**src/rtl/qsld_pkg.sv**
```systemverilog
`timescale 1ns / 1ps
// ----------------------------------------------------------------------------
// qsld_pkg
// Shared codes, types and byte classifiers for the quoted string decoder.
// ----------------------------------------------------------------------------
package qsld_pkg;

    localparam int MAX_LEN_DEF = 4096;

    localparam int BYTE_W = 8;
    localparam int STAT_W = 4;
    localparam int LEN_W  = 13;
    localparam int MODE_W = 3;

    // parse modes
    localparam logic [MODE_W-1:0] M_IDLE        = 3'd0;
    localparam logic [MODE_W-1:0] M_RAW_OPEN    = 3'd1;
    localparam logic [MODE_W-1:0] M_BASIC_OPEN  = 3'd2;
    localparam logic [MODE_W-1:0] M_RAW_BODY    = 3'd3;
    localparam logic [MODE_W-1:0] M_BASIC_BODY  = 3'd4;
    localparam logic [MODE_W-1:0] M_BASIC_ESC   = 3'd5;
    localparam logic [MODE_W-1:0] M_RAW_EMPTY   = 3'd6;
    localparam logic [MODE_W-1:0] M_BASIC_EMPTY = 3'd7;

    // status codes
    localparam logic [STAT_W-1:0] ST_IDLE     = 4'd0;
    localparam logic [STAT_W-1:0] ST_BUSY     = 4'd1;
    localparam logic [STAT_W-1:0] ST_DONE     = 4'd2;
    localparam logic [STAT_W-1:0] ST_NOTSTR   = 4'd3;
    localparam logic [STAT_W-1:0] ST_CTRL     = 4'd4;
    localparam logic [STAT_W-1:0] ST_NONASCII = 4'd5;
    localparam logic [STAT_W-1:0] ST_UNTERM   = 4'd6;
    localparam logic [STAT_W-1:0] ST_MULTI    = 4'd7;
    localparam logic [STAT_W-1:0] ST_BADESC   = 4'd8;

    // characters
    localparam logic [BYTE_W-1:0] CH_APOS  = 8'h27;
    localparam logic [BYTE_W-1:0] CH_QUOTE = 8'h22;
    localparam logic [BYTE_W-1:0] CH_BSL   = 8'h5C;
    localparam logic [BYTE_W-1:0] CH_TAB   = 8'h09;
    localparam logic [BYTE_W-1:0] CH_SPACE = 8'd32;
    localparam logic [BYTE_W-1:0] CH_DEL   = 8'd127;
    localparam logic [BYTE_W-1:0] CH_BS    = 8'h08;
    localparam logic [BYTE_W-1:0] CH_LF    = 8'h0A;
    localparam logic [BYTE_W-1:0] CH_FF    = 8'h0C;
    localparam logic [BYTE_W-1:0] CH_CR    = 8'h0D;
    localparam logic [BYTE_W-1:0] CH_ESC   = 8'h1B;
    localparam logic [BYTE_W-1:0] CH_LC_B  = 8'h62;
    localparam logic [BYTE_W-1:0] CH_LC_T  = 8'h74;
    localparam logic [BYTE_W-1:0] CH_LC_N  = 8'h6E;
    localparam logic [BYTE_W-1:0] CH_LC_F  = 8'h66;
    localparam logic [BYTE_W-1:0] CH_LC_R  = 8'h72;
    localparam logic [BYTE_W-1:0] CH_LC_E  = 8'h65;

    typedef logic [MODE_W-1:0] t_mode;

    typedef struct packed {
        logic [BYTE_W-1:0] ch;
        logic              ch_vld;
        logic [STAT_W-1:0] status;
        logic [LEN_W-1:0]  len;
    } t_res;

    // tab or printable ascii
    function automatic logic plain_byte(input logic [BYTE_W-1:0] c);
        plain_byte = (c == CH_TAB) || ((c >= CH_SPACE) && (c < CH_DEL));
    endfunction

    // {hit, decoded byte}
    function automatic logic [BYTE_W:0] esc_decode(input logic [BYTE_W-1:0] c);
        logic [BYTE_W:0] r;
        r = '0;
        unique case (c)
            CH_LC_B:  r = {1'b1, CH_BS};
            CH_LC_T:  r = {1'b1, CH_TAB};
            CH_LC_N:  r = {1'b1, CH_LF};
            CH_LC_F:  r = {1'b1, CH_FF};
            CH_LC_R:  r = {1'b1, CH_CR};
            CH_LC_E:  r = {1'b1, CH_ESC};
            CH_QUOTE: r = {1'b1, CH_QUOTE};
            CH_BSL:   r = {1'b1, CH_BSL};
            default:  r = '0;
        endcase
        esc_decode = r;
    endfunction

endpackage

```
**src/rtl/qsld_step.sv**
```systemverilog
`timescale 1ns / 1ps
// ----------------------------------------------------------------------------
// qsld_step
// Next parse mode, byte count and result for one input byte.
// ----------------------------------------------------------------------------
module qsld_step
    import qsld_pkg::*;
#(
    parameter int MAX_LEN = MAX_LEN_DEF
) (
    input  t_mode                             i_mode,
    input  logic [$clog2(MAX_LEN+1)-1:0]      i_count,
    input  logic [BYTE_W-1:0]                 i_byte,
    input  logic                              i_first,
    input  logic                              i_last,
    output t_mode                             o_mode,
    output logic [$clog2(MAX_LEN+1)-1:0]      o_count,
    output t_res                              o_res
);

    localparam int CNT_W = $clog2(MAX_LEN+1);
    localparam logic [CNT_W-1:0] MAX_CNT = CNT_W'(MAX_LEN);
    localparam logic [LEN_W-1:0] LEN_EMPTY = LEN_W'(2);

    logic [CNT_W-1:0]       cnt_inc;
    logic [CNT_W+LEN_W-1:0] len_ext;
    logic                   raw;
    logic                   is_open;
    logic                   accepted;
    logic [BYTE_W-1:0]      q;
    t_mode                  body_mode;
    logic [BYTE_W:0]        esc;

    assign cnt_inc = i_count + CNT_W'(1);
    assign len_ext = {{LEN_W{1'b0}}, cnt_inc};
    assign raw     = (i_mode == M_RAW_OPEN) || (i_mode == M_RAW_BODY)
                  || (i_mode == M_RAW_EMPTY);
    assign is_open = (i_mode == M_RAW_OPEN) || (i_mode == M_BASIC_OPEN);
    assign q       = raw ? CH_APOS : CH_QUOTE;
    assign esc     = esc_decode(i_byte);
    assign body_mode = is_open ? (raw ? M_RAW_BODY : M_BASIC_BODY) : i_mode;

    always_comb begin
        o_mode   = i_mode;
        o_count  = i_count;
        o_res    = '0;
        accepted = 1'b0;
        if (i_first) begin
            o_count = CNT_W'(1);
            if (((i_byte == CH_APOS) || (i_byte == CH_QUOTE)) && !i_last) begin
                o_mode       = (i_byte == CH_APOS) ? M_RAW_OPEN : M_BASIC_OPEN;
                o_res.status = ST_BUSY;
            end else begin
                o_mode       = M_IDLE;
                o_res.status = ST_NOTSTR;
            end
        end else if (i_mode == M_IDLE) begin
            o_res.status = ST_IDLE;
        end else if ((i_mode == M_RAW_EMPTY) || (i_mode == M_BASIC_EMPTY)) begin
            // third byte only tells an empty string from a multi-line opener
            if (i_byte == q) begin
                o_res.status = ST_MULTI;
            end else begin
                o_res.status = ST_DONE;
                o_res.len    = LEN_EMPTY;
            end
            o_mode = M_IDLE;
        end else begin
            o_count = cnt_inc;
            o_mode  = body_mode;
            priority if (is_open && (i_byte == q)) begin
                if (i_last) begin
                    o_res.status = ST_DONE;
                    o_res.len    = LEN_EMPTY;
                    o_mode       = M_IDLE;
                end else begin
                    o_res.status = ST_BUSY;
                    o_mode       = raw ? M_RAW_EMPTY : M_BASIC_EMPTY;
                end
            end else if (body_mode == M_BASIC_ESC) begin
                if (esc[BYTE_W]) begin
                    o_res.ch     = esc[BYTE_W-1:0];
                    o_res.ch_vld = 1'b1;
                    accepted     = 1'b1;
                    o_mode       = M_BASIC_BODY;
                end else begin
                    o_res.status = ST_BADESC;
                    o_mode       = M_IDLE;
                end
            end else if (i_byte == q) begin
                o_res.status = ST_DONE;
                o_res.len    = len_ext[LEN_W-1:0];
                o_mode       = M_IDLE;
            end else if (!raw && (i_byte == CH_BSL)) begin
                accepted = 1'b1;
                o_mode   = M_BASIC_ESC;
            end else if (plain_byte(i_byte)) begin
                o_res.ch     = i_byte;
                o_res.ch_vld = 1'b1;
                accepted     = 1'b1;
            end else begin
                o_res.status = i_byte[BYTE_W-1] ? ST_NONASCII : ST_CTRL;
                o_mode       = M_IDLE;
            end
            if (accepted) begin
                if (i_last || (cnt_inc >= MAX_CNT)) begin
                    o_res.status = ST_UNTERM;
                    o_res.ch     = '0;
                    o_res.ch_vld = 1'b0;
                    o_mode       = M_IDLE;
                end else begin
                    o_res.status = ST_BUSY;
                end
            end
        end
    end

endmodule

```
**src/rtl/quoted_string_literal_decoder.sv**
```systemverilog
`timescale 1ns / 1ps
// ----------------------------------------------------------------------------
// quoted_string_literal_decoder
// Decodes a single-line raw or basic quoted string, one byte per beat.
// ----------------------------------------------------------------------------
// Every input beat yields exactly one output beat, in order. The block takes
// one byte per clock cycle when the output side keeps up; the result of a
// byte goes from the input register to the result register before it shows
// on the output. The rate is set by the parse mode and byte count registers,
// which are updated once per byte by a single pass of decode logic. The input
// register and the result register each hold one beat, so a new byte is
// still taken while a finished result waits on a stalled output.
// ----------------------------------------------------------------------------
module quoted_string_literal_decoder
    import qsld_pkg::*;
#(
    parameter int MAX_LEN = MAX_LEN_DEF
) (
    input  logic              i_clk,
    input  logic              i_rst_n,
    // input channel
    input  logic              i_valid,
    output logic              o_stall,
    input  logic [BYTE_W-1:0] i_in_byte,
    input  logic              i_first,
    input  logic              i_last,
    // output channel
    output logic              o_valid,
    input  logic              i_stall,
    output logic [BYTE_W-1:0] o_out_char,
    output logic              o_char_valid,
    output logic [STAT_W-1:0] o_status,
    output logic [LEN_W-1:0]  o_end_length
);

    localparam int CNT_W = $clog2(MAX_LEN+1);

    // input register
    logic              r_in_valid;
    logic [BYTE_W-1:0] r_in_byte;
    logic              r_in_first;
    logic              r_in_last;

    // parse state
    t_mode             r_mode;
    t_mode             n_mode;
    logic [CNT_W-1:0]  r_count;
    logic [CNT_W-1:0]  n_count;

    // result register
    logic              r_out_valid;
    t_res              r_out;
    t_res              n_out;

    logic              out_free;
    logic              advance;
    logic              in_take;

    // result register can take a beat when empty or being drained
    assign out_free = !r_out_valid || !i_stall;
    // the held input beat moves on and updates the parse state
    assign advance  = r_in_valid && out_free;
    assign o_stall  = r_in_valid && !out_free;
    assign in_take  = i_valid && !o_stall;

    qsld_step #(
        .MAX_LEN (MAX_LEN)
    ) u_step (
        .i_mode  (r_mode),
        .i_count (r_count),
        .i_byte  (r_in_byte),
        .i_first (r_in_first),
        .i_last  (r_in_last),
        .o_mode  (n_mode),
        .o_count (n_count),
        .o_res   (n_out)
    );

    // control state
    always_ff @(posedge i_clk) begin
        if (!i_rst_n) begin
            r_in_valid  <= 1'b0;
            r_out_valid <= 1'b0;
            r_mode      <= M_IDLE;
            r_count     <= '0;
        end else begin
            if (in_take) begin
                r_in_valid <= 1'b1;
            end else if (advance) begin
                r_in_valid <= 1'b0;
            end
            if (advance) begin
                r_out_valid <= 1'b1;
                r_mode      <= n_mode;
                r_count     <= n_count;
            end else if (!i_stall) begin
                r_out_valid <= 1'b0;
            end
        end
    end

    // payload
    always_ff @(posedge i_clk) begin
        if (in_take) begin
            r_in_byte  <= i_in_byte;
            r_in_first <= i_first;
            r_in_last  <= i_last;
        end
        if (advance) begin
            r_out <= n_out;
        end
    end

    assign o_valid      = r_out_valid;
    assign o_out_char   = r_out.ch;
    assign o_char_valid = r_out.ch_vld;
    assign o_status     = r_out.status;
    assign o_end_length = r_out.len;

endmodule

```
**config.mk**
```make
export PLATFORM = sky130hd
export DESIGN_NAME = quoted_string_literal_decoder
export DESIGN_NICKNAME = d
export VERILOG_FILES = /design/src/rtl/qsld_pkg.sv /design/src/rtl/qsld_step.sv /design/src/rtl/quoted_string_literal_decoder.sv
export SDC_FILE = /design/constraint.sdc
export NUM_CORES = 1
export LEC_CHECK = 0
export ABC_AREA = 1
export BUFFER_PORTS_ARGS = -buffer_cell sky130_fd_sc_hd__buf_4
export CAP_MARGIN = 30
export CORE_ASPECT_RATIO = 0.5
export CORE_MARGIN = 1.5
export CORE_UTILIZATION = 35
export DETAILED_ROUTE_END_ITERATION = 8
export SYNTH_ARGS = -nofsm -noshare
export SYNTH_HDL_FRONTEND = slang
export SYNTH_SLANG_ARGS = --single-unit
export TNS_END_PERCENT = 10
```
**constraint.sdc**
```tcl
create_clock -name i_clk -period 7.7 [get_ports i_clk]
set_input_delay 0.385 -clock i_clk [delete_from_list [all_inputs] [get_ports i_clk]]
set_output_delay 0.385 -clock i_clk [all_outputs]
set_load 0.05 [all_outputs]
```
* Word-level counts from Yosys, hierarchy flattened
Cells that the tools add are included.
** Word-level totals
- Flip-flop bits (word level) :: 54
- Input port bits :: 14
- Memories kept :: 0
- Bits in latches :: 0
- Memory bits (read-only) :: 0
- Bits in writable memories :: 0
- Output and inout bits :: 28
** Operators by class
- Reductions and logical operators :: 27
- Shift operators :: 0
- Bitwise operators :: 0
- $add $sub $neg :: 1
- Magnitude comparators :: 3
- $mul :: 0
- Div/mod/pow operators :: 0
- Muxes and demuxes :: 62
- Eq/ne operators :: 20
** Operators by type and width (count)
- $mux W13 :: 11
- $pmux W9 S8 :: 1
- $eq A8 B7 Y1 const B :: 7
- $mux W3 :: 18
- $mux W9 :: 5
- $mux W17 :: 2
- $mux W4 :: 5
- $eq A8 B6 Y1 const B :: 2
- $mux W1 :: 15
- $add A13 B1 Y13 const B :: 1
- $ge A13 B13 Y1 const B :: 1
- $mux W2 :: 5
- $eq A3 B3 Y1 const B :: 3
- $eq A8 B4 Y1 const B :: 1
- $eq A8 B8 Y1 :: 1
- $ge A8 B6 Y1 const B :: 1
- $logic_or A1 B1 Y1 :: 8
- $lt A8 B7 Y1 const B :: 1
- $logic_and A1 B1 Y1 :: 7
- $eq A3 B2 Y1 const B :: 2
- $logic_not A1 Y1 :: 6
- $ne A2 B2 Y1 const B :: 2
- $eq A3 B1 Y1 const B :: 1
- $logic_not A3 Y1 :: 1
- other kinds (6) :: 6

* Logic depth before layout (Yosys ltp)
Gate-level depths: netlist of run 1.
- Word-level depth :: 17
- Mapped depth :: 13

* Modules after synthesis
Synthesis of run 1 repeated with hierarchy kept, for this count alone.
** Unflattened totals
- Cells, all modules :: 422
- Area total of the unflattened synthesis :: 3313.2 sq um
** Modules (own cells, without submodules)
- quoted_string_literal_decoder :: instances 1, area an instance 1948.1 sq um, seq. area each 1441.4 sq um, cells an instance 154
- qsld_step :: instances 1, area an instance 1365.1 sq um, seq. area each 0.0 sq um, cells an instance 268

* Worst setup path after synthesis of run 1
No wires, ideal clock.
- Kind :: register -> register
- Start :: register r_out_valid (netlist: o_valid)
- End :: register r_count[8]
- Library setup time :: 128 ps
- Clock period less this slack :: 2907 ps
- Arrival time :: 2779 ps
- Cell stages (with the launch flop) :: 8
- Setup slack :: 4793 ps
- Path buffers :: 1
- Required time :: 7572 ps
- Cells stage by stage :: dfxtp_1 > a21oi_1 > nand2_2 > a21oi_1 > inv_2 > buf_2 > a2bb2oi_1 > nor2_1
** Between the ends
- Longest elaborated chain between the ends :: 4
** Ends and longest elaborated chain
- start, declared :: line quoted_string_literal_decoder.sv:51 : logic r_out_valid;
- start signal, assigned :: line quoted_string_literal_decoder.sv:83 : r_out_valid <= 1'b0;
- start signal, assigned :: line quoted_string_literal_decoder.sv:93 : r_out_valid <= 1'b1;
- start signal, assigned :: line quoted_string_literal_decoder.sv:97 : r_out_valid <= 1'b0;
- $logic_not A1 Y1 :: line quoted_string_literal_decoder.sv:60 : assign out_free = !r_out_valid || !i_stall;
- $logic_or A1 B1 Y1 :: line quoted_string_literal_decoder.sv:60
- $logic_and A1 B1 Y1 :: line quoted_string_literal_decoder.sv:62 : assign advance = r_in_valid && out_free;
- named net advance :: line quoted_string_literal_decoder.sv:56 : logic advance;
- $reduce_and A3 Y1 (no line)
- end signal, assigned :: line quoted_string_literal_decoder.sv:95 : r_count <= n_count;
- end, declared :: line quoted_string_literal_decoder.sv:47 : logic [CNT_W-1:0] r_count;
The timed path passes the listed nets, and every way through them passes these cells.
A chain may end at the register's enable or synchronous reset.

* Final worst setup path of run 1
- Start :: register r_in_byte[0]
- End :: register r_out (netlist bit o_end_length[12]) (data pin)
** Between the ends
- Longest elaborated chain between the ends :: 5
** Ends and longest elaborated chain
- start, declared :: line quoted_string_literal_decoder.sv:40 : logic [BYTE_W-1:0] r_in_byte;
- start signal, assigned :: line quoted_string_literal_decoder.sv:105 : r_in_byte <= i_in_byte;
- $eq A8 B8 Y1 (*) :: line qsld_step.sv:71, qsld_step.sv:90
- $mux W13 :: line qsld_step.sv:90 : end else if (i_byte == q) begin
- $mux W13 :: line qsld_step.sv:80 : end else if (body_mode == M_BASIC_ESC) begin
- $mux W17 (*) :: line qsld_step.sv:71 : priority if (is_open && (i_byte == q)) begin
- $mux W17 (*) :: line qsld_step.sv:59 : end else if ((i_mode == M_RAW_EMPTY) || (i_mode == M_BASIC_EMPTY)) begin
- end signal, assigned :: line quoted_string_literal_decoder.sv:110 : r_out <= n_out;
- end, declared :: line quoted_string_literal_decoder.sv:52 : t_res r_out;
Every way passes the cells marked *; elsewhere a longest branch is shown, timed or not.

==> results of run 1 <==
## routing by layer
layer / part of all wire / vias to the layer above / GRT usage
met5: 0 / - / 0
met4: 0.023 / 0 / 0.06929
met3: 0.039 / 12 / 0.04000
met2: 0.43 / 41 / 0.2188
met1: 0.51 / 1030 / 0.1868
li1: - / 1249 / -
## kinds of logic (layout without fill, tap and decap cells)
family	Yosys count	in the layout	synth area share
xor+xnor	10	10	0.02953
other cells	1	1	0.001264
fa+ha+maj	1	1	0.004217
flops	54	54	0.4859
buf+inv	60	105	0.08140
compound gates	49	49	0.09364
simple gates	181	181	0.3041
## power by group through the flow
stage | sequential [W] | clock [W] | combinational (W)
floorplan | 0.000352 | 0 | 0.0000363
global placement | 0.000334 | 0 | 0.0000776
detailed placement | 0.000335 | 0 | 0.0000775
CTS | 0.000328 | 0.000263 | 0.0000777
global route | 0.000329 | 0.000279 | 0.0000839
finish | 0.000328 | 0.000258 | 0.0000771
## final cells by class
| type | count | area (sq um) | area share |
|---|---|---|---|
| repair buffers | 42 | 315.3 | 0.08848 |
| well taps | 112 | 140.1 | 0.03933 |
| multi-input cells | 242 | 1287 | 0.3613 |
| clock inverters | 1 | 8.758 | 0.002458 |
| clock buffers | 7 | 163.9 | 0.04600 |
| flip-flops and latches | 54 | 1441 | 0.4045 |
| inverters | 55 | 206.4 | 0.05794 |
## layout by cell type (no fill, tap or decap)
cell,Yosys,routed
sky130_fd_sc_hd__a211oi_1,1,1
sky130_fd_sc_hd__a21boi_0,1,1
sky130_fd_sc_hd__a21oi_1,24,23
sky130_fd_sc_hd__a21oi_2,3,4
sky130_fd_sc_hd__a22oi_1,1,1
sky130_fd_sc_hd__a2bb2oi_1,2,2
sky130_fd_sc_hd__a31oi_1,1,1
sky130_fd_sc_hd__buf_4,0,42
sky130_fd_sc_hd__clkbuf_16,0,6
sky130_fd_sc_hd__clkbuf_8,0,1
sky130_fd_sc_hd__conb_1,1,1
sky130_fd_sc_hd__dfxtp_1,18,18
sky130_fd_sc_hd__edfxtp_1,36,36
sky130_fd_sc_hd__ha_1,1,1
sky130_fd_sc_hd__inv_1,42,42
sky130_fd_sc_hd__inv_2,13,13
sky130_fd_sc_hd__inv_6,0,1
sky130_fd_sc_hd__nand2_1,82,82
sky130_fd_sc_hd__nand2_2,3,3
sky130_fd_sc_hd__nand2_4,3,3
sky130_fd_sc_hd__nand3_1,20,20
sky130_fd_sc_hd__nand3_2,1,1
sky130_fd_sc_hd__nand3_4,3,3
sky130_fd_sc_hd__nand4_1,7,7
sky130_fd_sc_hd__nand4_2,1,1
sky130_fd_sc_hd__nor2_1,36,36
sky130_fd_sc_hd__nor2_2,13,13
sky130_fd_sc_hd__nor2_4,3,3
sky130_fd_sc_hd__nor2_8,1,1
sky130_fd_sc_hd__nor3_1,4,4
sky130_fd_sc_hd__nor3_2,2,2
sky130_fd_sc_hd__o21ai_0,10,10
sky130_fd_sc_hd__o21ai_1,4,4
sky130_fd_sc_hd__o21bai_1,1,1
sky130_fd_sc_hd__o31ai_1,1,1
sky130_fd_sc_hd__or2_0,2,2
sky130_fd_sc_hd__xnor2_1,2,2
sky130_fd_sc_hd__xor2_1,8,8
## through the flow
stage / hold WS, ns / cell area (sq um)
3_3_place_gp: 0.4705 / 3391
4_1_cts: 0.2555 / 3563
5_1_grt: 0.2488 / 3563
6_report: 0.2627 / 3563
2_1_floorplan: 0.4531 / 2967
3_5_place_dp: 0.4711 / 3391
## how the worst max path moves through the flow
stage,endpoint,slack (ns),cells past startpoint
6_report,o_end_length[12],5.66,7
5_1_grt,o_end_length[12],5.45,7
4_1_cts,o_end_length[12],5.65,7
3_5_place_dp,o_end_length[12],5.66,7
3_3_place_gp,o_end_length[12],5.70,7
2_1_floorplan,r_count[8],4.79,7
## registers in the layout, indices dropped and copies added (netlist names)
register,count
o_valid,1
o_char_valid,1
r_in_valid,1
o_status,4
r_mode,3
o_out_char,8
o_end_length,13
r_in_first,1
r_in_last,1
r_count,13
r_in_byte,8
## synth_stat cells
cell                        count
sky130_fd_sc_hd__a22oi_1        1
sky130_fd_sc_hd__o21bai_1       1
sky130_fd_sc_hd__nand2_1       82
sky130_fd_sc_hd__a2bb2oi_1      2
sky130_fd_sc_hd__nand4_2        1
sky130_fd_sc_hd__ha_1           1
sky130_fd_sc_hd__edfxtp_1      36
sky130_fd_sc_hd__inv_2         13
sky130_fd_sc_hd__clkbuf_1       2
sky130_fd_sc_hd__nand2_4        3
sky130_fd_sc_hd__o21ai_0       10
sky130_fd_sc_hd__xor2_1         8
sky130_fd_sc_hd__buf_2          1
sky130_fd_sc_hd__xnor2_1        2
sky130_fd_sc_hd__nor3_2         2
sky130_fd_sc_hd__o21ai_1        4
sky130_fd_sc_hd__a211oi_1       1
sky130_fd_sc_hd__a21oi_1       24
sky130_fd_sc_hd__a21boi_0       1
sky130_fd_sc_hd__dfxtp_1       18
sky130_fd_sc_hd__nand3_2        1
sky130_fd_sc_hd__nor2_4         3
sky130_fd_sc_hd__nand3_1       20
sky130_fd_sc_hd__o31ai_1        1
sky130_fd_sc_hd__nand4_1        7
sky130_fd_sc_hd__a31oi_1        1
sky130_fd_sc_hd__a21oi_2        3
sky130_fd_sc_hd__nor3_1         4
sky130_fd_sc_hd__buf_6          2
sky130_fd_sc_hd__nor2_8         1
sky130_fd_sc_hd__or2_0          2
sky130_fd_sc_hd__nand3_4        3
sky130_fd_sc_hd__inv_1         42
sky130_fd_sc_hd__conb_1         1
sky130_fd_sc_hd__nand2_2        3
sky130_fd_sc_hd__nor2_1        36
sky130_fd_sc_hd__nor2_2        13
==> impl_summary.txt, run 1 <==
----------------------------------------------------
[Run status]
  Run status ... completed

[Yosys]
  Yosys Warn Count ... 0
  Share of the synthesized area in the top cell type ... 0.3644
  Cell taking the most area after synthesis ... sky130_fd_sc_hd__edfxtp_1
  Summed instance area of the synthesized netlist ... roughly 0.0030 sq mm
  Top cells by area, synth ... sky130_fd_sc_hd__edfxtp_1 (36%), sky130_fd_sc_hd__dfxtp_1 (12%), sky130_fd_sc_hd__nand2_1 (10%)
  Part of the Yosys area used for sequential elements ... 0.4859
  Gate Count Post-Synth ... roughly 360
  Average footprint of a synthesized cell ... between 8 and 9 sq um
  Net count after synthesis ... 371
  Synth Register Bits ... 54
  Distinct cell type count of the synthesized netlist ... 37

[Timing]
  Slew @ Worst Pin ... between 0.5 and 0.6 ns
  Unrepaired setup endpoints after global routing ... false
  Aggregate negative setup slack ... 0 ns
  Number of failing setup endpoints in the final timing report ... 0
  Crit share post-route ... 0.2655
  Clock period minus final worst setup slack ... between 2 and 2.5 ns
  Slew Viols, Final ... 0
  Timing-limited maximum frequency ... approximately 490 MHz
  Number of hold violations in the final report ... 0
  Max_slew headroom ... 0.6061
  Least setup slack across all paths after layout ... ~5.7 ns
  Clock skew after layout ... 0.009922 ns

[Drt]
  Total routed wirelength ... 6.053 mm
  Post-route antenna net violation count ... 0
  Number of iterations in the first detailed-routing pass ... 4
  Routed WL per cell ... 11.80 microns
  Detailed-route DRC error count ... 0
  Via density ... around 4.5
  Routed via count ... roughly 2300
  Detailed router's first-iteration violation count ... around 190

[Hold path]
  Launch instance of the worst min-delay path ... i_in_byte[5]
  Worst hold path endpoint ... r_in_byte[5]
  Hold depth ... 1
  Worst hold path type ... input port to flop

[Critical path]
  Crit-path slowest cell ... sky130_fd_sc_hd__edfxtp_1
  Data arrival time at the worst-slack endpoint ... 2.19 ns
  Buffers plus inverters on the worst setup path ... 1
  Start point of the critical path ... r_in_byte[0]
  CP endpoint kind ... flop
  Reg2Reg Depth ... 7
  CP Max Fanout ... 12
  Peak per-stage delay on the critical path ... approximately 0.51 ns
  Slack of the worst reg-to-reg path ... around 5.7 ns
  Reg-to-Reg Start ... r_in_byte[0]
  Req. time, crit path ... slightly below 8 ns
  CP delay by family, top ... simple AND/OR/NAND/NOR gates
  Worst r2r dst ... o_end_length[12]
  Cells along the critical path ... nor2_2, inv_1, nand3_1, nand3_4, nor3_2, nand2_1, a21oi_1
  Type of element launching the critical path ... flop
  Worst setup path category ... flop to flop

[Floorplan]
  Core footprint ... around 0.008 sq mm
  Die Footprint ... between 0.009 and 0.01 sq mm
  Die Span Y ... 68.10 microns
  Number of top-level pins ... 42
  Initial Utilization ... 0.3656
  Width of the die ... around 130 microns
  Cell row count ... 23

[Clock network]
  Sink count of the clock tree ... 54
  Root buffer selected by CTS ... sky130_fd_sc_hd__clkbuf_16
  Clock tree from TritonCTS ... built
  Post-CTS setup buffer count ... 0
  Clock-pin slew on the worst setup and hold paths ... about 0.070 ns
  TritonCTS buffer count ... 5
  H-tree level count ... 2
  Insertion delay to the later sink of the worst-skew pair ... 0.30 ns
  Clock Path Buffers ... 2
  Number of buffers inserted by hold repair at cts ... 0
  Cts repair resizes ... 0

[Cells and area]
  Number of nets in the final layout ... roughly 420
  Layout cells sized above 1 ... 0.2419
  Post-Layout Cell Count ... between 500 and 600
  Fill cell instance count of the final layout ... 823
  Final cell utilization of the core ... 0.4391
  Antenna diode count ... 0
  Synth-to-Final Area Change ... 20.12%

[Global route]
  Global route total overflow ... 0
  Via count of the first global-routing pass ... 2068
  Total global routing track utilization ... 0.1419
  Largest net degree at the start of global routing ... 28
  Number of antenna violations at the first check in global routing ... 0
  Wire length of the first global-routing pass ... about 9.7 mm

[Power and ir drop]
  Worst vdd ir ... around 0.091 mV
  Standby leakage power ... 1.448 nW
  Design internal power ... just under 0.0005 W
  Clk pwr share ... 0.389
  Final total power ... 0.0006631 W
  Switching power total ... roughly 0.00017 W
  Areal power density over the cells ... 186.1 mW/mm^2
  Sequential share of power ... 0.495
  Switching Fraction ... 0.2562
  Comb power frac ... 0.116

[Run]
  Max-capacitance violation count ... 0

[Place]
  Placed cell count ... between 500 and 600
  Pre-CTS worst setup slack ... roughly 5.7 ns
  Routability congestion estimate ... between 0.9 and 1
  Count of buffers from port buffering ... between 40 and 50
  Detailed-placement wirelength estimate ... about 4.6 mm

----------------------------------------------------
Power figures use the tool's default switching activity.
==> run 2, diff against run 1 <==
==> constraint.sdc (replaced) <==
create_clock -name i_clk -period 1.9 [get_ports i_clk]
set_input_delay 0.095 -clock i_clk [delete_from_list [all_inputs] [get_ports i_clk]]
set_output_delay 0.095 -clock i_clk [all_outputs]
set_load 0.05 [all_outputs]
==> run 2 against run 1 <==
Effect of this change:
- maximum frequency up 14%
- setup slack worse by 5.5 ns
- combinational power rose to 4.8 times the previous value
- die area unchanged
- core utilization up 4.5 points
- clock skew down 0.0038 ns
- final area up 10%
- clock power rose to 4.0 times the previous value
- sequential share of layout area down 3.6 points
==> impl_summary.txt, run 2 (synthesis results as in run 1) <==
----------------------------------------------------
[Place]
  Detailed-placement wirelength estimate ... 4.748 mm (was 4.563 mm)
  Routability congestion estimate ... 0.8953 (was 0.9328)
  Count of buffers from port buffering ... 41 (unchanged)
  Pre-CTS worst setup slack ... 0.02215 ns (was 5.658 ns)

[Clock network]
  TritonCTS buffer count ... 5 (unchanged)
  H-tree level count ... 2 (unchanged)
  Clock tree from TritonCTS ... built (unchanged)
  Sink count of the clock tree ... 54 (unchanged)
  Clock Path Buffers ... 2 (unchanged)
  Root buffer selected by CTS ... sky130_fd_sc_hd__clkbuf_16 (unchanged)
  Clock-pin slew on the worst setup and hold paths ... 0.07 ns (about the same)
  Insertion delay to the later sink of the worst-skew pair ... 0.30 ns (about the same)

[Critical path]
  Type of element launching the critical path ... flop (unchanged)
  Data arrival time at the worst-slack endpoint ... 1.84 ns (was 2.19 ns)
  CP delay by family, top ... simple AND/OR/NAND/NOR gates (unchanged)
  CP endpoint kind ... flop (unchanged)
  Peak per-stage delay on the critical path ... 0.48 ns (was 0.51 ns)
  CP Max Fanout ... 6 (was 12)
  Worst setup path category ... flop to flop (unchanged)
  Req. time, crit path ... 1.95 ns (was 7.84 ns)
  Crit-path slowest cell ... sky130_fd_sc_hd__edfxtp_1 (unchanged)
  Buffers plus inverters on the worst setup path ... 1 (unchanged)
  Cell with the most instances on the worst path ... sky130_fd_sc_hd__nand2_4
  Cells along the critical path ... nor2_4, inv_2, nor2_8, nand3_4, nand2_4, nand2_4, nand3_4, nand2_4, o21ai_1, o21ai_1 (was nor2_2, inv_1, nand3_1, nand3_4, nor3_2, nand2_1, a21oi_1)

[Global route]
  Largest net degree at the start of global routing ... 28 (unchanged)
  Global route total overflow ... 0 (unchanged)
  GRT busiest layer ... met2 (unchanged)
  Via count of the first global-routing pass ... 2182 (was 2068)
  Number of antenna violations at the first check in global routing ... 0 (unchanged)
  Met3 GRT Util ... 0.03556 (was 0.04000)
  GR Util met2 ... 0.2480 (was 0.2188)
  Wire length of the first global-routing pass ... 10.15 mm (was 9.742 mm)
  GR met1 Demand/Resource ... 0.1887 (was 0.1868)
  Total global routing track utilization ... 0.1456 (was 0.1419)

[Floorplan]
  Die Footprint ... 0.009071 sq mm (unchanged)
  Number of top-level pins ... 42 (unchanged)
  Initial Utilization ... 0.3656 (unchanged)
  Die Span Y ... 68.10 microns (unchanged)
  Cell row count ... 23 (unchanged)
  Width of the die ... 133.2 microns (unchanged)
  Core footprint ... 0.008115 sq mm (unchanged)

[Run]
  Max-capacitance violation count ... 0 (unchanged)

[Cells and area]
  Layout cells sized above 1 ... 0.3303 (was 0.2419)
  Synth-to-Final Area Change ... 32.56% (was 20.12%)
  Number of nets in the final layout ... 450 (was 415)
  Most used cells in the layout excluding fill and tap cells ... sky130_fd_sc_hd__nand2_1 (76), sky130_fd_sc_hd__buf_4 (67), sky130_fd_sc_hd__inv_1 (42) (was sky130_fd_sc_hd__nand2_1 (82), sky130_fd_sc_hd__inv_1 (42), sky130_fd_sc_hd__buf_4 (42))
  Fill cell instance count of the final layout ... 802 (was 823)
  Leading cell type in the layout, fill and taps excluded ... sky130_fd_sc_hd__nand2_1 (unchanged)
  Antenna diode count ... 0 (unchanged)

[Timing]
  Unrepaired setup endpoints after global routing ... true (was false)
  Crit share post-route ... 0.9432 (was 0.2655)
  Number of failing setup endpoints in the final timing report ... 0 (unchanged)
  Max_slew headroom ... 0.6566 (was 0.6061)
  Worst hold slack after final layout ... 0.07904 ns (was 0.2627 ns)
  Slew Viols, Final ... 0 (unchanged)
  Least setup slack across all paths after layout ... 0.1079 ns (was 5.655 ns)
  Clock period minus final worst setup slack ... 1.792 ns (was 2.045 ns)
  Slew @ Worst Pin ... 0.5146 ns (was 0.5895 ns)
  Clock skew after layout ... 0.006163 ns (was 0.009922 ns)
  Number of hold violations in the final report ... 0 (unchanged)
  Aggregate negative setup slack ... 0 ns (unchanged)
  Timing-limited maximum frequency ... 558.0 MHz (was 489.1 MHz)

[Power and ir drop]
  Comb power frac ... 0.135 (was 0.116)
  Switching power total ... 0.0007019 W (was 0.0001699 W)
  Clk pwr share ... 0.381 (was 0.389)
  Switching Fraction ... 0.2562 (about the same)
  Areal power density over the cells ... 696.8 mW/mm^2 (was 186.1 mW/mm^2)
  Sequential share of power ... 0.485 (was 0.495)
  Standby leakage power ... 1.634 nW (was 1.448 nW)
  Worst vdd ir ... 0.4068 mV (was 0.09083 mV)
  Design internal power ... 0.002038 W (was 0.0004932 W)

[Drt]
  Total routed wirelength ... 6.346 mm (was 6.053 mm)
  Via density ... 4.549 (was 4.546)
  Post-route antenna net violation count ... 0 (unchanged)
  Routed WL per cell ... 11.58 microns (was 11.80 microns)
  Number of iterations in the first detailed-routing pass ... 4 (unchanged)
  Detailed-route DRC error count ... 0 (unchanged)
  Routed via count ... 2493 (was 2332)
  Detailed router's first-iteration violation count ... 122 (was 189)

[Run status]
  Run status ... completed (unchanged)

[Hold path]
  Worst hold path type ... input port to flop (unchanged)

----------------------------------------------------
==> run 2: final timing paths <==
| path | start | end | slack [ns] | cells past startpoint |
|---|---|---|---|---|
| min | i_rst_n | r_mode[1] | 0.08 | 3 |
| max | r_in_byte[3] | o_status[1] | 0.11 | 10 |
| max reg2reg | r_in_byte[3] | o_status[1] | 0.11 | 10 |
| min reg2reg | r_count[1] | r_count[1] | 0.48 | 2 |
==> run 2: final cells by class <==
type / instances / area, sq um / share of cell area
clock buffers: 7 / 163.9 / 0.04168
well taps: 112 / 140.1 / 0.03563
repair buffers: 77 / 603.1 / 0.1534
multi-input cells: 242 / 1363 / 0.3465
flip-flops and latches: 54 / 1448 / 0.3681
inverters: 55 / 206.4 / 0.05250
clock inverters: 1 / 8.758 / 0.002227
==> run 2: power groups by stage <==
stage               Clock (W)  Combinational [W]  Sequential, W
CTS                   0.00108           0.000347        0.00133
detailed placement          0           0.000331        0.00136
finish                0.00104           0.000369        0.00133
floorplan                   0           0.000149        0.00143
global route          0.00111           0.000402        0.00133
global placement            0           0.000332        0.00136
==> run 2: what timing repair did <==
action                                  4_1_cts  5_1_grt
resized for setup                             0       24
endpoints found under the hold margin        10        0
endpoints found under the setup margin        0       25
buffers inserted                              0       10
hold buffers                                 10        0
==> run 2: tightest hold or removal path: stages <==
cell and delay (ns):
sky130_fd_sc_hd__buf_4 0.13, sky130_fd_sc_hd__o21ai_0 0.07, sky130_fd_sc_hd__a21oi_1 0.04
==> run 2: metrics by stage <==
stage,utilization,instance area [sq um],cells,power (W)
finish,0.4846,3933,548,0.002740
global route,0.4846,3933,548,0.002844
CTS,0.4667,3787,538,0.002752
detailed placement,0.4331,3515,520,0.001686
global placement,0.4331,3515,520,0.001687
floorplan,-,2982,356,0.001576
==> run 2: per-layer routing <==
| metal | up-vias | share of wire |
|---|---|---|
| li1 | 1315 | - |
| met1 | 1128 | 0.49 |
| met2 | 43 | 0.46 |
| met3 | 7 | 0.034 |
| met4 | 0 | 0.011 |
| met5 | - | 0 |
==> run 3, diff against run 2 <==
--- a/config.mk
+++ b/config.mk
@@ -12,6 +12,7 @@
 export CORE_MARGIN = 1.5
 export CORE_UTILIZATION = 35
 export DETAILED_ROUTE_END_ITERATION = 8
+export PLACE_DENSITY = 0.53
 export SYNTH_ARGS = -nofsm -noshare
 export SYNTH_HDL_FRONTEND = slang
 export SYNTH_SLANG_ARGS = --single-unit
==> run 3 against run 2 <==
Effect of this change:
- total power is 2.3% lower
- combinational power increased by 3%
- setup slack worse by 0.017 ns
- non-clock buffer count is 4 higher
- wire length increased by 7.5%
- via count increased by 3.5%
- die area did not move
- cell count increased by 0.73%
- largest power group unchanged
- critical endpoint unchanged
- clock power decreased by 7%
- clock-buffer cell count fell by 1
- first-iteration DRC count up 9.0%
==> impl_summary.txt, run 3 (synthesis results as in run 1) <==
----------------------------------------------------
[Global route]
  Global route total overflow ... 0 (unchanged)
  Largest net degree at the start of global routing ... 28 (unchanged)
  Wire length of the first global-routing pass ... 10.63 mm (was 10.15 mm)
  Total global routing track utilization ... 0.1508 (was 0.1456)
  Number of antenna violations at the first check in global routing ... 0 (unchanged)
  Via count of the first global-routing pass ... 2293 (was 2182)

[Critical path]
  CP Max Fanout ... 7 (was 6)
  CP endpoint kind ... flop (unchanged)
  Reg2Reg Depth ... 10 (unchanged)
  Data arrival time at the worst-slack endpoint ... 1.86 ns (was 1.84 ns)
  Reg-to-Reg Start ... r_in_byte[2] (was r_in_byte[3])
  Type of element launching the critical path ... flop (unchanged)
  Worst r2r dst ... o_status[1] (unchanged)
  Start point of the critical path ... r_in_byte[2] (was r_in_byte[3])
  Req. time, crit path ... 1.95 ns (about the same)
  Last element of the critical path ... o_status[1] (unchanged)
  Slack of the worst reg-to-reg path ... 0.09 ns (was 0.11 ns)
  Worst setup path category ... flop to flop (unchanged)

[Clock network]
  Insertion delay to the later sink of the worst-skew pair ... 0.30 ns (about the same)
  Clock tree from TritonCTS ... built (unchanged)
  H-tree level count ... 2 (unchanged)
  Root buffer selected by CTS ... sky130_fd_sc_hd__clkbuf_16 (unchanged)
  Sink count of the clock tree ... 54 (unchanged)
  TritonCTS buffer count ... 5 (unchanged)
  Clock Path Buffers ... 2 (unchanged)
  Clock-pin slew on the worst setup and hold paths ... 0.07 ns (about the same)

[Floorplan]
  Initial Utilization ... 0.3656 (unchanged)
  Cell row count ... 23 (unchanged)
  Die Span Y ... 68.10 microns (unchanged)
  Die Footprint ... 0.009071 sq mm (unchanged)
  Width of the die ... 133.2 microns (unchanged)
  Core footprint ... 0.008115 sq mm (unchanged)
  Number of top-level pins ... 42 (unchanged)

[Timing]
  Slew @ Worst Pin ... 0.5042 ns (was 0.5146 ns)
  Number of hold violations in the final report ... 0 (unchanged)
  Crit share post-route ... 0.9522 (was 0.9432)
  Timing-limited maximum frequency ... 552.8 MHz (was 558.0 MHz)
  Clock skew after layout ... 0.005467 ns (was 0.006163 ns)
  Slew Viols, Final ... 0 (unchanged)
  Number of failing setup endpoints in the final timing report ... 0 (unchanged)
  Max_slew headroom ... 0.6635 (was 0.6566)
  Clock period minus final worst setup slack ... 1.809 ns (was 1.792 ns)
  Worst hold slack after final layout ... 0.08555 ns (was 0.07904 ns)

[Cells and area]
  Synth-to-Final Area Change ... 33.32% (was 32.56%)
  Fill cell instance count of the final layout ... 798 (was 802)
  Layout cells sized above 1 ... 0.3364 (was 0.3303)
  Post-Layout Cell Count ... 552 (was 548)
  Most used cells in the layout excluding fill and tap cells ... sky130_fd_sc_hd__nand2_1 (77), sky130_fd_sc_hd__buf_4 (70), sky130_fd_sc_hd__inv_1 (40) (was sky130_fd_sc_hd__nand2_1 (76), sky130_fd_sc_hd__buf_4 (67), sky130_fd_sc_hd__inv_1 (42))
  Area occupied by multi-input gates ... 0.001360 sq mm (was 0.001363 sq mm)
  Number of nets in the final layout ... 454 (was 450)
  Layout Cell Area excl Fill ... 0.003955 sq mm (was 0.003933 sq mm)
  Antenna diode count ... 0 (unchanged)
  Leading cell type in the layout, fill and taps excluded ... sky130_fd_sc_hd__nand2_1 (unchanged)
  Sequential cell area ... 0.001446 sq mm (was 0.001448 sq mm)

[Drt]
  Total routed wirelength ... 6.820 mm (was 6.346 mm)
  Detailed-route DRC error count ... 0 (unchanged)
  Routed WL per cell ... 12.36 microns (was 11.58 microns)
  Routed via count ... 2581 (was 2493)
  Detailed router's first-iteration violation count ... 133 (was 122)
  Via density ... 4.676 (was 4.549)
  Post-route antenna net violation count ... 0 (unchanged)
  Number of iterations in the first detailed-routing pass ... 4 (unchanged)

[Hold path]
  Worst hold path type ... input port to flop (unchanged)

[Run status]
  Run status ... completed (unchanged)

[Place]
  Routability congestion estimate ... 0.8334 (was 0.8953)
  Placed cell count ... 516 (was 520)
  Count of buffers from port buffering ... 41 (unchanged)
  Total cell area at the placement stage ... 0.003497 sq mm (was 0.003515 sq mm)
  Detailed-placement wirelength estimate ... 4.920 mm (was 4.748 mm)

[Power and ir drop]
  Worst vdd ir ... 0.4028 mV (was 0.4068 mV)
  Areal power density over the cells ... 676.7 mW/mm^2 (was 696.8 mW/mm^2)
  Standby leakage power ... 1.642 nW (was 1.634 nW)
  Final total power ... 0.002676 W (was 0.002740 W)

[Run]
  Max-capacitance violation count ... 0 (unchanged)

----------------------------------------------------
run 3: cell count changes in the layout (fill, tap and decap cells not counted), moves of 2 or more:
| cell | delta |
|---|---|
| sky130_fd_sc_hd__buf_4 | +3 |
| sky130_fd_sc_hd__clkinv_4 | +2 |
| sky130_fd_sc_hd__inv_1 | -2 |
| sky130_fd_sc_hd__inv_2 | +2 |
| sky130_fd_sc_hd__nor2_2 | -2 |
| sky130_fd_sc_hd__nor2_4 | +2 |
| sky130_fd_sc_hd__nor3_2 | +2 |
| sky130_fd_sc_hd__nor3_4 | -2 |
run 3: stage by stage:
step	setup TNS [ns]	setup WS (ns)	util
6_report	0	0.09086	0.4874
5_1_grt	-0.09175	-0.03262	0.4874
4_1_cts	0	0.005795	0.4628
3_5_place_dp	-0.0007819	-0.0007819	0.4309
3_3_place_gp	0	0.03819	0.4309
2_1_floorplan	0	0.04495	-
run 3: worst max-delay path, stage by stage, from the launching register on:
cell                       delay [ns]
sky130_fd_sc_hd__edfxtp_1        0.53
sky130_fd_sc_hd__nand2_2         0.16
sky130_fd_sc_hd__nor2_2          0.07
sky130_fd_sc_hd__nand2_2         0.09
sky130_fd_sc_hd__nand2_1         0.10
sky130_fd_sc_hd__nor2_4          0.13
sky130_fd_sc_hd__nand3_4         0.11
sky130_fd_sc_hd__nand3_4         0.12
sky130_fd_sc_hd__nand2_4         0.06
sky130_fd_sc_hd__o21ai_1         0.12
sky130_fd_sc_hd__o21ai_1         0.07
run 3: final cells by class:
type	count	area share
timing repair buffer	81	0.1632
clock buffer	6	0.03512
multi-input combinational	242	0.3439
inverter	55	0.05220
tap	112	0.03543
clock inverter	2	0.004429
sequential	54	0.3657
run 3: timing repair:
action                                  4_1_cts  5_1_grt
gates resized for setup                       1       23
hold buffers                                 10        0
endpoints found under the hold margin        10        0
pin swaps                                     0        8
endpoints found under the setup margin        2       18
buffers inserted                              0       18
run 3: worst min-delay path by stage:
stage / startpoint / endpoint / slack (ns) / depth (start not counted)
2_1_floorplan: i_in_byte[0] / r_in_byte[0] / 0.19 / 0
3_3_place_gp: i_in_byte[4] / r_in_byte[4] / 0.27 / 1
4_1_cts: i_rst_n / r_count[0] / 0.09 / 3
6_report: i_rst_n / r_count[0] / 0.09 / 3
3_5_place_dp: i_in_byte[2] / r_in_byte[2] / 0.27 / 1
5_1_grt: i_rst_n / r_count[0] / 0.08 / 3
run 3: report_power, final:
part           switching [W]  internal [W]  total (W)  leakage [nW]
clock               0.000436      0.000530   0.000966        0.0770
combinational       0.000242      0.000138   0.000379          1.07
sequential         0.0000351       0.00130    0.00133         0.499
total               0.000712       0.00196    0.00268          1.64
run 3: routing by layer:
layer / vias up / part of all wire / track usage
li1: 1322 / - / -
met1: 1182 / 0.49 / 0.1933
met2: 68 / 0.46 / 0.2611
met3: 9 / 0.043 / 0.03333
met4: 0 / 0.013 / 0.04620
met5: - / 0 / 0
